[config.mk]
export PLATFORM = sky130hd
export DESIGN_NAME = unit_fraction_sum_reducer_top
export DESIGN_NICKNAME = d
export VERILOG_FILES = /design/src/rtl/ufsr_pkg.sv /design/src/rtl/ufsr_datapath.sv /design/src/rtl/ufsr_ctrl.sv /design/src/rtl/unit_fraction_sum_reducer_top.sv
export SDC_FILE = /design/constraint.sdc
export NUM_CORES = 2
export LEC_CHECK = 0
export BUFFER_PORTS_ARGS = -buffer_cell sky130_fd_sc_hd__buf_2
export CORE_MARGIN = 10
export CORE_UTILIZATION = 30
export CTS_CLUSTER_DIAMETER = 30
export DETAILED_ROUTE_END_ITERATION = 12
export PLACE_DENSITY = 0.44
export SETUP_SLACK_MARGIN = 0.5
export SLEW_MARGIN = 20
export SYNTH_ARGS = -nofsm -noshare
export SYNTH_HDL_FRONTEND = slang
export SYNTH_SLANG_ARGS = --single-unit
[constraint.sdc]
create_clock -name clk_i -period 7.33 [get_ports clk_i]
set_clock_uncertainty 0.2 [all_clocks]
set_input_delay 0.733 -clock clk_i [delete_from_list [all_inputs] [get_ports clk_i]]
set_output_delay 0.733 -clock clk_i [all_outputs]
set_load 0.03 [all_outputs]
[src/rtl/ufsr_pkg.sv]
// Package: shared types, constants and codes of the unit fraction sum reducer.
package ufsr_pkg;

  localparam int MaxTerms = 7;
  localparam int DenBits  = 8;
  localparam int InDenW   = 8;
  localparam int NumW     = 59;
  localparam int DenW     = 56;
  localparam int ErrW     = 2;
  localparam int CntW     = $clog2(MaxTerms + 1);
  localparam int StepW    = $clog2(NumW);

  localparam logic [ErrW-1:0] ERR_NONE     = 2'd0;
  localparam logic [ErrW-1:0] ERR_ZERO_DEN = 2'd1;
  localparam logic [ErrW-1:0] ERR_TOO_MANY = 2'd2;

  typedef struct packed {
    logic [InDenW-1:0] denominator;
    logic              last_term;
  } ufsr_in_t;

  typedef struct packed {
    logic [NumW-1:0] sum_numerator;
    logic [DenW-1:0] sum_denominator;
    logic [ErrW-1:0] error_code;
  } ufsr_out_t;

  typedef enum logic [2:0] {
    S_IDLE,
    S_CHECK,
    S_GCD,
    S_GFIN,
    S_DIVN,
    S_SAVE,
    S_DIVD,
    S_EMIT
  } ufsr_state_e;

  // Commands from the controller to the datapath.
  typedef struct packed {
    logic upd;       // fold the accepted term into the group sums
    logic gcd_load;  // seed the gcd registers from the group sums
    logic gcd_step;  // one binary gcd step
    logic g_load;    // form the gcd from the finished registers
    logic div_load;  // seed the divider
    logic div_den;   // divider dividend is the product (else the numerator)
    logic div_step;  // one restoring division step
    logic save_num;  // keep the numerator quotient
    logic load_out;  // write the result register
    logic clear;     // return the group state to its reset values
  } ufsr_cmd_t;

  // Status from the datapath to the controller.
  typedef struct packed {
    logic trivial;   // group error set or no term accumulated
    logic gcd_done;  // one gcd operand reached zero
    logic div_last;  // final division step this cycle
  } ufsr_sts_t;

endpackage

[src/rtl/ufsr_datapath.sv]
// Datapath: group accumulators, binary gcd unit, restoring divider, result register.
module ufsr_datapath
  import ufsr_pkg::*;
(
  input  logic      clk_i,
  input  logic      rst_ni,
  input  ufsr_in_t  in_data_i,
  input  ufsr_cmd_t cmd_i,
  output ufsr_sts_t sts_o,
  output ufsr_out_t out_data_o
);

  logic [NumW-1:0]  num_q, num_d;
  logic [DenW-1:0]  prod_q, prod_d;
  logic [CntW-1:0]  cnt_q, cnt_d;
  logic [ErrW-1:0]  err_q, err_d;

  logic [NumW-1:0]  a_q, a_d, b_q, b_d, g_q, g_d, gor;
  logic [StepW-1:0] k_q, k_d;

  logic [NumW-1:0]  rem_q, rem_d, quo_q, quo_d, res_num_q, res_num_d;
  logic [StepW-1:0] step_q, step_d;
  logic [NumW:0]    trial;
  logic             qbit;

  logic [DenBits-1:0]      d;
  logic [NumW+DenBits-1:0] mul_num;
  logic [DenW+DenBits-1:0] mul_prod;

  ufsr_out_t out_q, out_d;

  assign d        = in_data_i.denominator[DenBits-1:0];
  assign mul_num  = (NumW+DenBits)'(num_q) * (NumW+DenBits)'(d);
  assign mul_prod = (DenW+DenBits)'(prod_q) * (DenW+DenBits)'(d);

  // Group accumulation.
  always_comb begin
    num_d  = num_q;
    prod_d = prod_q;
    cnt_d  = cnt_q;
    err_d  = err_q;
    if (cmd_i.clear) begin
      num_d  = '0;
      prod_d = DenW'(1);
      cnt_d  = '0;
      err_d  = ERR_NONE;
    end else if (cmd_i.upd && err_q == ERR_NONE) begin
      if (cnt_q >= CntW'(MaxTerms)) begin
        err_d = ERR_TOO_MANY;
      end else if (d == '0) begin
        err_d = ERR_ZERO_DEN;
      end else begin
        num_d  = mul_num[NumW-1:0] + NumW'(prod_q);
        prod_d = mul_prod[DenW-1:0];
        cnt_d  = cnt_q + CntW'(1);
      end
    end
  end

  // Binary gcd: shift out common and single factors of two, subtract odd pairs.
  assign gor = (a_q | b_q) << k_q;

  always_comb begin
    a_d = a_q;
    b_d = b_q;
    k_d = k_q;
    g_d = g_q;
    if (cmd_i.gcd_load) begin
      a_d = num_q;
      b_d = NumW'(prod_q);
      k_d = '0;
    end else if (cmd_i.gcd_step) begin
      case ({a_q[0], b_q[0]})
        2'b00: begin
          a_d = a_q >> 1;
          b_d = b_q >> 1;
          k_d = k_q + StepW'(1);
        end
        2'b01: a_d = a_q >> 1;
        2'b10: b_d = b_q >> 1;
        default: begin
          if (a_q >= b_q) begin
            a_d = a_q - b_q;
          end else begin
            b_d = b_q - a_q;
          end
        end
      endcase
    end
    if (cmd_i.g_load) begin
      g_d = (gor == '0) ? NumW'(1) : gor;
    end
  end

  // Restoring divider, one quotient bit a step, dividend shifted out of quo.
  assign trial = {rem_q, quo_q[NumW-1]};
  assign qbit  = (trial >= {1'b0, g_q});

  always_comb begin
    rem_d     = rem_q;
    quo_d     = quo_q;
    step_d    = step_q;
    res_num_d = res_num_q;
    if (cmd_i.save_num) begin
      res_num_d = quo_q;
    end
    if (cmd_i.div_load) begin
      rem_d  = '0;
      quo_d  = cmd_i.div_den ? NumW'(prod_q) : num_q;
      step_d = '0;
    end else if (cmd_i.div_step) begin
      rem_d  = qbit ? NumW'(trial - {1'b0, g_q}) : trial[NumW-1:0];
      quo_d  = {quo_q[NumW-2:0], qbit};
      step_d = step_q + StepW'(1);
    end
  end

  // Result register.
  always_comb begin
    out_d = out_q;
    if (cmd_i.load_out) begin
      if (sts_o.trivial) begin
        out_d.sum_numerator   = '0;
        out_d.sum_denominator = '0;
        out_d.error_code      = err_q;
      end else begin
        out_d.sum_numerator   = res_num_q;
        out_d.sum_denominator = quo_q[DenW-1:0];
        out_d.error_code      = ERR_NONE;
      end
    end
  end

  assign sts_o.trivial  = (err_q != ERR_NONE) || (cnt_q == '0);
  assign sts_o.gcd_done = (a_q == '0) || (b_q == '0);
  assign sts_o.div_last = (step_q == StepW'(NumW - 1));
  assign out_data_o     = out_q;

  always_ff @(posedge clk_i or negedge rst_ni) begin
    if (!rst_ni) begin
      num_q  <= '0;
      prod_q <= DenW'(1);
      cnt_q  <= '0;
      err_q  <= ERR_NONE;
    end else begin
      num_q  <= num_d;
      prod_q <= prod_d;
      cnt_q  <= cnt_d;
      err_q  <= err_d;
    end
  end

  always_ff @(posedge clk_i) begin
    a_q       <= a_d;
    b_q       <= b_d;
    k_q       <= k_d;
    g_q       <= g_d;
    rem_q     <= rem_d;
    quo_q     <= quo_d;
    step_q    <= step_d;
    res_num_q <= res_num_d;
    out_q     <= out_d;
  end

`ifndef ASSERT_OFF
  a_cnt_bound: assert property (@(posedge clk_i) disable iff (!rst_ni)
    cnt_q <= CntW'(MaxTerms))
    else $error("term count beyond the limit");

  a_err_code: assert property (@(posedge clk_i) disable iff (!rst_ni)
    err_q != 2'd3)
    else $error("illegal group error code");

  a_div_nonzero: assert property (@(posedge clk_i) disable iff (!rst_ni)
    cmd_i.div_step |-> g_q != '0)
    else $error("division by a zero gcd");

  a_err_freezes: assert property (@(posedge clk_i) disable iff (!rst_ni)
    (err_q != ERR_NONE && !cmd_i.clear) |=> $stable(num_q) && $stable(cnt_q))
    else $error("group sums moved after an error");
`endif

endmodule

[src/rtl/ufsr_ctrl.sv]
// Controller: sequencing of accumulation, gcd, two divisions and result hand-off.
module ufsr_ctrl
  import ufsr_pkg::*;
(
  input  logic      clk_i,
  input  logic      rst_ni,
  input  logic      in_valid_i,
  input  logic      in_last_i,
  output logic      in_stall_o,
  output logic      out_valid_o,
  input  logic      out_stall_i,
  input  ufsr_sts_t sts_i,
  output ufsr_cmd_t cmd_o
);

  ufsr_state_e state_q, state_d;
  logic        out_valid_q, out_valid_d;
  logic        accept, out_free;

  assign in_stall_o  = (state_q != S_IDLE);
  assign accept      = in_valid_i && (state_q == S_IDLE);
  assign out_free    = !out_valid_q || !out_stall_i;
  assign out_valid_o = out_valid_q;

  always_comb begin
    state_d     = state_q;
    cmd_o       = '0;
    out_valid_d = out_valid_q && out_stall_i;
    unique case (state_q)
      S_IDLE: begin
        if (accept) begin
          cmd_o.upd = 1'b1;
          if (in_last_i) begin
            state_d = S_CHECK;
          end
        end
      end
      S_CHECK: begin
        if (sts_i.trivial) begin
          state_d = S_EMIT;
        end else begin
          cmd_o.gcd_load = 1'b1;
          state_d        = S_GCD;
        end
      end
      S_GCD: begin
        if (sts_i.gcd_done) begin
          state_d = S_GFIN;
        end else begin
          cmd_o.gcd_step = 1'b1;
        end
      end
      S_GFIN: begin
        cmd_o.g_load   = 1'b1;
        cmd_o.div_load = 1'b1;
        state_d        = S_DIVN;
      end
      S_DIVN: begin
        cmd_o.div_step = 1'b1;
        if (sts_i.div_last) begin
          state_d = S_SAVE;
        end
      end
      S_SAVE: begin
        cmd_o.save_num = 1'b1;
        cmd_o.div_load = 1'b1;
        cmd_o.div_den  = 1'b1;
        state_d        = S_DIVD;
      end
      S_DIVD: begin
        cmd_o.div_step = 1'b1;
        if (sts_i.div_last) begin
          state_d = S_EMIT;
        end
      end
      S_EMIT: begin
        if (out_free) begin
          cmd_o.load_out = 1'b1;
          cmd_o.clear    = 1'b1;
          out_valid_d    = 1'b1;
          state_d        = S_IDLE;
        end
      end
      default: state_d = S_IDLE;
    endcase
  end

  always_ff @(posedge clk_i or negedge rst_ni) begin
    if (!rst_ni) begin
      state_q     <= S_IDLE;
      out_valid_q <= 1'b0;
    end else begin
      state_q     <= state_d;
      out_valid_q <= out_valid_d;
    end
  end

endmodule

[src/rtl/unit_fraction_sum_reducer_top.sv]
// Top level: unit fraction sum reducer, controller plus datapath.
//
//  channel | direction | handshake            | payload
//  --------+-----------+----------------------+-----------------------------------
//  in      | input     | in_valid_i/in_stall_o  | ufsr_in_t: denominator, last_term
//  out     | output    | out_valid_o/out_stall_i| ufsr_out_t: sum_numerator,
//          |           |                      |   sum_denominator, error_code
//
// A term without last_term is folded into the group sums at the edge of its
// transfer and the next term may follow right away.
// A last term runs the binary gcd, one compare-and-subtract per cycle, and then
// the two divisions; every subtract is followed by a shift and the two sums hold
// at most 107 bits between them.
// The two divisions share one restoring divider that makes one quotient bit per cycle.
// An error group or a group without terms skips gcd and divisions.
// Reset clears the controller and returns the group sums to zero over one.
// A stalled result holds in the output register; terms of the next group are
// still taken until its last term needs that register.
module unit_fraction_sum_reducer_top
  import ufsr_pkg::*;
(
  input  logic      clk_i,
  input  logic      rst_ni,
  input  logic      in_valid_i,
  output logic      in_stall_o,
  input  ufsr_in_t  in_data_i,
  output logic      out_valid_o,
  input  logic      out_stall_i,
  output ufsr_out_t out_data_o
);

  ufsr_cmd_t cmd;
  ufsr_sts_t sts;

  // Sequence each group: accumulate terms, then gcd, divide, emit.
  ufsr_ctrl u_ctrl (
    .clk_i       (clk_i),
    .rst_ni      (rst_ni),
    .in_valid_i  (in_valid_i),
    .in_last_i   (in_data_i.last_term),
    .in_stall_o  (in_stall_o),
    .out_valid_o (out_valid_o),
    .out_stall_i (out_stall_i),
    .sts_i       (sts),
    .cmd_o       (cmd)
  );

  // Hold the group sums, gcd and divider registers and the result register.
  ufsr_datapath u_datapath (
    .clk_i      (clk_i),
    .rst_ni     (rst_ni),
    .in_data_i  (in_data_i),
    .cmd_i      (cmd),
    .sts_o      (sts),
    .out_data_o (out_data_o)
  );

`ifndef ASSERT_OFF
  a_err_zero_fields: assert property (@(posedge clk_i) disable iff (!rst_ni)
    (out_valid_o && out_data_o.error_code != ERR_NONE) |->
      (out_data_o.sum_numerator == '0 && out_data_o.sum_denominator == '0))
    else $error("error result with nonzero sums");

  a_ok_den_nonzero: assert property (@(posedge clk_i) disable iff (!rst_ni)
    (out_valid_o && out_data_o.error_code == ERR_NONE) |->
      out_data_o.sum_denominator != '0)
    else $error("clean result with zero denominator");

  a_last_stalls: assert property (@(posedge clk_i) disable iff (!rst_ni)
    (in_valid_i && !in_stall_o && in_data_i.last_term) |=> in_stall_o)
    else $error("input not held off after a last term");
`endif

endmodule
* Yosys cells after proc, flatten, opt, wreduce, memory -nomap -nowiden
Cells that the tools add are included.
** Word-level totals
- Flip-flop bits (word level) :: 607
- Latch bits :: 0
- Bits in writable memories :: 0
- ROM bits :: 0
- Bits of input ports :: 13
- Output and inout port bits :: 119
- Word-level logic and storage cells :: 139
- Memories :: 0
** Operators by class
- Add/sub/neg operators :: 7
- Multipliers :: 2
- Div/mod/pow operators :: 0
- Magnitude comparators :: 3
- Eq/ne operators :: 22
- Shift operators :: 1
- Mux-type cells :: 50
- Bitwise operators :: 2
- Reductions and logical operators :: 34
** Operators with widths (count)
- two-way mux 59 bit :: 12
- two-way mux 56 bit :: 6
- one-hot mux 59 bit (2 select lines) :: 2
- logical NOT 59 bit :: 3
- subtractor 59 bit :: 3
- greater-or-equal comparator 60 x 59 -> 1 bit :: 1
- adder 59 x 56 -> 59 bit :: 1
- greater-or-equal comparator 59 bit :: 1
- multiplier 59 x 8 -> 59 bit :: 1
- bitwise OR 59 bit :: 1
- left shift 59 x 6 -> 59 bit :: 1
- multiplier 56 x 8 -> 56 bit :: 1
- two-way mux 3 bit :: 11
- one-hot mux 3 bit (8 select lines) :: 1
- != test 2 bit (second input constant) :: 9
- adder 6 x 1 -> 6 bit (second input constant) :: 2
- equality test 3 bit (second input constant) :: 4
- two-way mux 1 bit :: 12
- two-way mux 2 bit :: 6
- AND reduction 3 bit :: 4
- nonzero test 3 bit :: 3
- logical NOT 8 bit :: 1
- nonzero test 2 bit :: 4
- OR reduction 2 bit :: 4
- other kinds (17) :: 27

* Longest topological paths before layout
- Word-level depth :: 7
- Depth in mapped cells :: 24
- Depth with buffers taken out :: 21

* By module
Synthesis repeated with hierarchy kept, for this count alone.
** Second synthesis, totals
- Cell total of the unflattened synthesis :: 7759
- Area total of the unflattened synthesis :: 68519.5 µm²
** By module, submodules not included
- ufsr_datapath :: instances 1, cells each 7724, area an instance 68232.9 µm², sequential area each 16767.3 µm²
- ufsr_ctrl :: instances 1, cells each 35, area an instance 286.5 µm², sequential area each 100.1 µm²

* Worst setup path after synthesis
No wires, ideal clock.
- Path kind :: input to register
- Start :: in in_data_i[1] (netlist bit)
- End :: reg u_datapath.num_q[46]
- Library setup time :: 0.133 ns
- Data arrival time :: 6.449 ns
- Data required time :: 6.997 ns
- Setup slack :: 0.548 ns
- Cell stages on the path :: 23
- Path buffers :: 3
- Cells stage by stage :: clkbuf_1 -> clkbuf_1 -> clkbuf_1 -> nand2_1 -> fa_1 -> inv_1 -> fa_1 -> fa_1 -> inv_1 -> fa_1 -> inv_1 -> ha_1 -> and3_1 -> a221o_1 -> a31oi_1 -> o21ai_0 -> a41oi_1 -> a31oi_1 -> a221o_1 -> a31o_2 -> a21oi_1 -> xor2_1 -> o21ai_0
** On the way
- Word-level cells in the longest chain between the ends :: 6
- Elaborated cells on any way between the ends :: 9
- Those cells by class :: add/sub (1); mul (1); eq/ne (1); mux (4); reduce/logical (2)
** Ends and longest elaborated chain
- start, declared :: line unit_fraction_sum_reducer_top.sv:26 : input ufsr_in_t in_data_i,
- multiplier 59 x 8 -> 59 bit :: line ufsr_datapath.sv:33 : assign mul_num = (NumW+DenBits)'(num_q) * (NumW+DenBits)'(d);
- adder 59 x 56 -> 59 bit :: line ufsr_datapath.sv:53 : num_d = mul_num[NumW-1:0] + NumW'(prod_q);
- two-way mux 59 bit :: line ufsr_datapath.sv:50 : end else if (d == '0) begin
- two-way mux 59 bit :: line ufsr_datapath.sv:48 : if (cnt_q >= CntW'(MaxTerms)) begin
- two-way mux 59 bit :: line ufsr_datapath.sv:47 : end else if (cmd_i.upd && err_q == ERR_NONE) begin
- two-way mux 59 bit :: line ufsr_datapath.sv:42 : if (cmd_i.clear) begin
- end signal, assigned :: line ufsr_datapath.sv:146 : num_q <= num_d;
- end, declared :: line ufsr_datapath.sv:13 : logic [NumW-1:0] num_q, num_d;
Several ways; a longest one is shown, not always the timed one. The select of a mux whose other input is x is not followed.
A chain may end at the register's enable or synchronous reset.

* Worst setup path after layout
- Start :: reg u_datapath.num_q[5]
- End :: reg u_datapath.num_q[46]
** On the way
- Word-level cells in the longest chain between the ends :: 6
** Ends and longest elaborated chain (line)
- multiplier 59 x 8 -> 59 bit :: ufsr_datapath.sv:33
- adder 59 x 56 -> 59 bit :: ufsr_datapath.sv:53
- two-way mux 59 bit :: ufsr_datapath.sv:50
- two-way mux 59 bit :: ufsr_datapath.sv:48
- two-way mux 59 bit :: ufsr_datapath.sv:47
- two-way mux 59 bit :: ufsr_datapath.sv:42
No other way between the ends. The select of a mux whose other input is x is not followed.

==> summary.md <==
| Metric | Value |
|---|---|
| Status | `finished, final reports clean` |
| Final Hold Vio Count | `0` |
| Final nets | `8667` |
| Die area | `245900 um2` |
| WP data required | `7.78 ns` |
| Clk_lat worst skew | `0.84 ns` |
| Ys flop type | `edfxtp_1` |
| CP Launch Type | `register` |
| Pre-CTS setup slack | `just over 0.07 ns` |
| Ys Warns | `0` |
| Antenna-violating nets left | `0` |
| MaxCap Viol Count | `0` |
| Crit path kind | `register to register` |
| Worst setup EP type | `register` |
| Slew Limit Fails | `0` |
| Final worst path period share | `between 90% and 100%` |
| Antenna violations before repair | `13` |
| RSZ-0062 raised after global routing | `yes` |
| Top cells by area, synth | `fa_1 (20%), edfxtp_1 (18%), and2_1 (7.1%)` |
| Gpl congestion | `between 0.9 and 1` |
| Port bufs | `about 130` |
| Fmax | `149.0 MHz` |
| Design area | `around 78000 um2` |
| Area Overhead vs Synth | `14.78%` |
| Layout cells sized above 1 | `just over 9%` |
| Clock slew at reported path FFs | `approximately 0.04 ns` |
| H-tree depth | `4` |
| CTS Buf Count | `181` |
| DR DRC count | `0` |
| Total Wirelength | `250800 um` |
| Synthesized cell area | `a little under 70000 um2` |
| DP HPWL | `between 150000 and 200000 um` |
| Cell Rows | `174` |
| Met1 GRT Util | `about 29%` |
| Count of cell types in the netlist | `87` |
| Vias/cell | `5.191` |
| Seq/Total Area, Yosys | `24.83%` |
| Synth area leader | `fa_1` |
| Cells after synthesis | `around 7700` |
| Worst min-delay path category | `input pin to async pin` |
| Via count | `55843` |
| Most frequent cell after synthesis | `inv_1` |
| List of most frequent post-synthesis cells | `inv_1 (996), and2_1 (772), nand2_1 (725)` |
| Arr. time, crit path | `7.16 ns` |
| GRT Total Usage | `19.98%` |
| Initial drt markers | `4450` |
| PwrDens | `153.9 nW/um2` |
| LEAKAGE | `34.48 nW` |
| Worst Path Max Fanout | `8` |
| Gr ovfl total | `0` |
| Yosys top cell area share | `between 10% and 20%` |
| Top Usage Layer GRT | `met2` |
| CTS tree | `built` |
| Vias in the first global route | `57150` |
| Die height | `roughly 500 um` |
| Flops & latches, synth | `607` |
| Met3 Use GR | `3.513%` |
| Final setup vio count | `0` |
| Pre-antenna DRT Iters | `5` |
| Postcts setup bufs | `0` |
| Post-DP Area | `about 70000 um2` |
| Maximum number of pins on one net before global-route repair | `~110` |
| TNS Setup | `0 ns` |
| Clock tree buffer depth | `3` |
| Max rail drop VDD | `0.0001706 V` |
| Fin util | `34.64%` |
| Initial core utilization | `30.18%` |
| Avg Inst Size Synth | `8.882 um2` |
| Worst setup margin | `0.6165 ns` |
| Final Critical Period | `6.714 ns` |
| Top Ports | `about 130` |
| Clock tree sinks | `between 600 and 700` |
| Slew @ Worst Pin | `1.081 ns` |
| Global-route wire length before repair | `377300 um` |
| Max-slew headroom | `between 20 and 30%` |
| GR Util met2 | `30.81%` |
| Post-synth EDFFs | `409` |
| Wire length per cell | `approximately 23 um` |
| Die Wd | `495.9 um` |
| Post-synth ARST share | `20.43%` |
| Syn nets | `8718` |
| CTS root buf | `clkbuf_16` |
| Core area | `225100 um2` |
==> repair_timing <==
item,in CTS,in global routing
endpoints found under the setup margin,1,19
hold buffers,2,0
resized for setup,5,13
hold endpoints to repair,38,0
==> cell families after synthesis <==
| logic type | Yosys count | share of synthesized area, % |
|---|---|---|
| and+or+nand+nor | 2435 | 17.93 |
| DFF | 607 | 24.83 |
| adders and majority gates | 1055 | 26.90 |
| xor gates and xnor gates | 295 | 3.803 |
| muxes | 196 | 3.974 |
| AOI/OAI and AO/OA | 1568 | 14.09 |
| buffers and inverters | 1494 | 8.482 |
==> flip-flops by register name, summed over array words and instances, names as in the netlist <==
signal and count:
u_datapath.out_data_o 117, u_datapath.a_q 59, u_datapath.b_q 59, u_datapath.g_q 59, u_datapath.num_q 59, u_datapath.quo_q 59
u_datapath.rem_q 59, u_datapath.res_num_q 59, u_datapath.prod_q 56, u_datapath.k_q 6, u_datapath.step_q 6, u_ctrl.state_q 3
u_datapath.cnt_q 3, u_datapath.err_q 2, u_ctrl.out_valid_o 1
==> where the power goes <==
part / internal, W / total, W / switching, W
Clock: 0.00544 / 0.00797 / 0.00253
Combinational: 0.000133 / 0.000399 / 0.000266
Sequential: 0.00363 / 0.00363 / 0.0000000000000000000108
Total: 0.00921 / 0.0120 / 0.00280
==> critical path, cell delays in order, from the launching register on <==
cell     delay (ns)
dfrtp_1        0.60
buf_4          0.24
nand2_1        0.07
fa_1           0.49
inv_1          0.06
fa_1           0.50
inv_1          0.06
fa_1           0.45
fa_1           0.51
inv_1          0.04
ha_1           0.34
a21o_1         0.19
a221o_1        0.35
a31oi_2        0.27
o21ai_0        0.27
a41oi_1        0.43
buf_4          0.22
a31oi_1        0.18
a221o_1        0.42
a31o_2         0.27
a21oi_1        0.17
xor2_1         0.16
o21ai_0        0.09
==> final timing paths <==
| check | start | endpoint | slack (ns) | cells past startpoint |
|---|---|---|---|---|
| worst max-delay path | u_datapath.num_q[5] | u_datapath.num_q[46] | 0.62 | 22 |
| worst min-delay path | rst_ni | u_datapath.prod_q[9] | 0.21 | 2 |
| worst max register to register | u_datapath.num_q[5] | u_datapath.num_q[46] | 0.62 | 22 |
| worst min register to register | u_datapath.quo_q[53] | u_datapath.res_num_q[53] | 0.27 | 0 |
| max in group asynchronous | rst_ni | u_ctrl.state_q[0] | 5.49 | 3 |
| min in group clk_i | in_data_i[0] | u_ctrl.state_q[2] | 0.27 | 5 |
==> layer usage <==
metal,share of wire (%),wire length (um),up-vias
li1,-,-,25381
met1,47,118300,28410
met2,44,110800,1729
met3,6.4,16070,319
met4,2.2,5619,4
met5,0.011,27,-
==> layout by cell type (no fill, tap or decap), types with 29 or more instances in the layout <==
cell       netlist  layout
a211oi_1        47      46
a21o_1         105     105
a21oi_1        441     440
a31oi_1         93      92
and2_1         772     772
and3_1          35      35
buf_2           30     122
buf_4            8     118
clkbuf_1       419      35
clkbuf_16        0     183
clkinv_2         0      34
dfrtp_1        123     109
dfxtp_1         74      70
edfxtp_1       409     409
fa_1           676     676
ha_1           379     379
inv_1          996     993
mux2_2          38      38
mux2i_1        104     104
mux4_2          50      50
nand2_1        725     722
nand2b_1        33      30
nand3_1        168     167
nand4_1         60      60
nor2_1         404     400
nor2b_1         45      44
nor3_1          62      62
nor4_1          72      71
o211ai_1        43      43
o21ai_0        490     488
o21bai_1        67      67
o22ai_1         29      29
o31ai_1         37      37
xnor2_1        206     206
xor2_1          89      89
==> area by class of cell <==
cell class                      instances  area [um2]
Tap cell                             2992        3744
Timing Repair Buffer                  256        1795
Antenna cell                            7       17.52
Fill cell                           23390      147100
Clock inverter                        115        1471
Multi-Input combinational cell       5549       45450
Inverter                             1004        3776
Sequential cell                       607       16900
Clock buffer                          227        4835
==> per-stage QoR <==
stage / hold WS, ns / instances / total power [W]
5_1_grt: 0.2268 / 10751 / 0.01242
3_3_place_gp: 0.2309 / 10405 / 0.004091
3_5_place_dp: 0.2474 / 10405 / 0.004091
6_report: 0.2090 / 10757 / 0.01200
4_1_cts: 0.1826 / 10749 / 0.01216
2_1_floorplan: 0.2171 / 7650 / 0.003942
(Power assumes the default switching activity.)
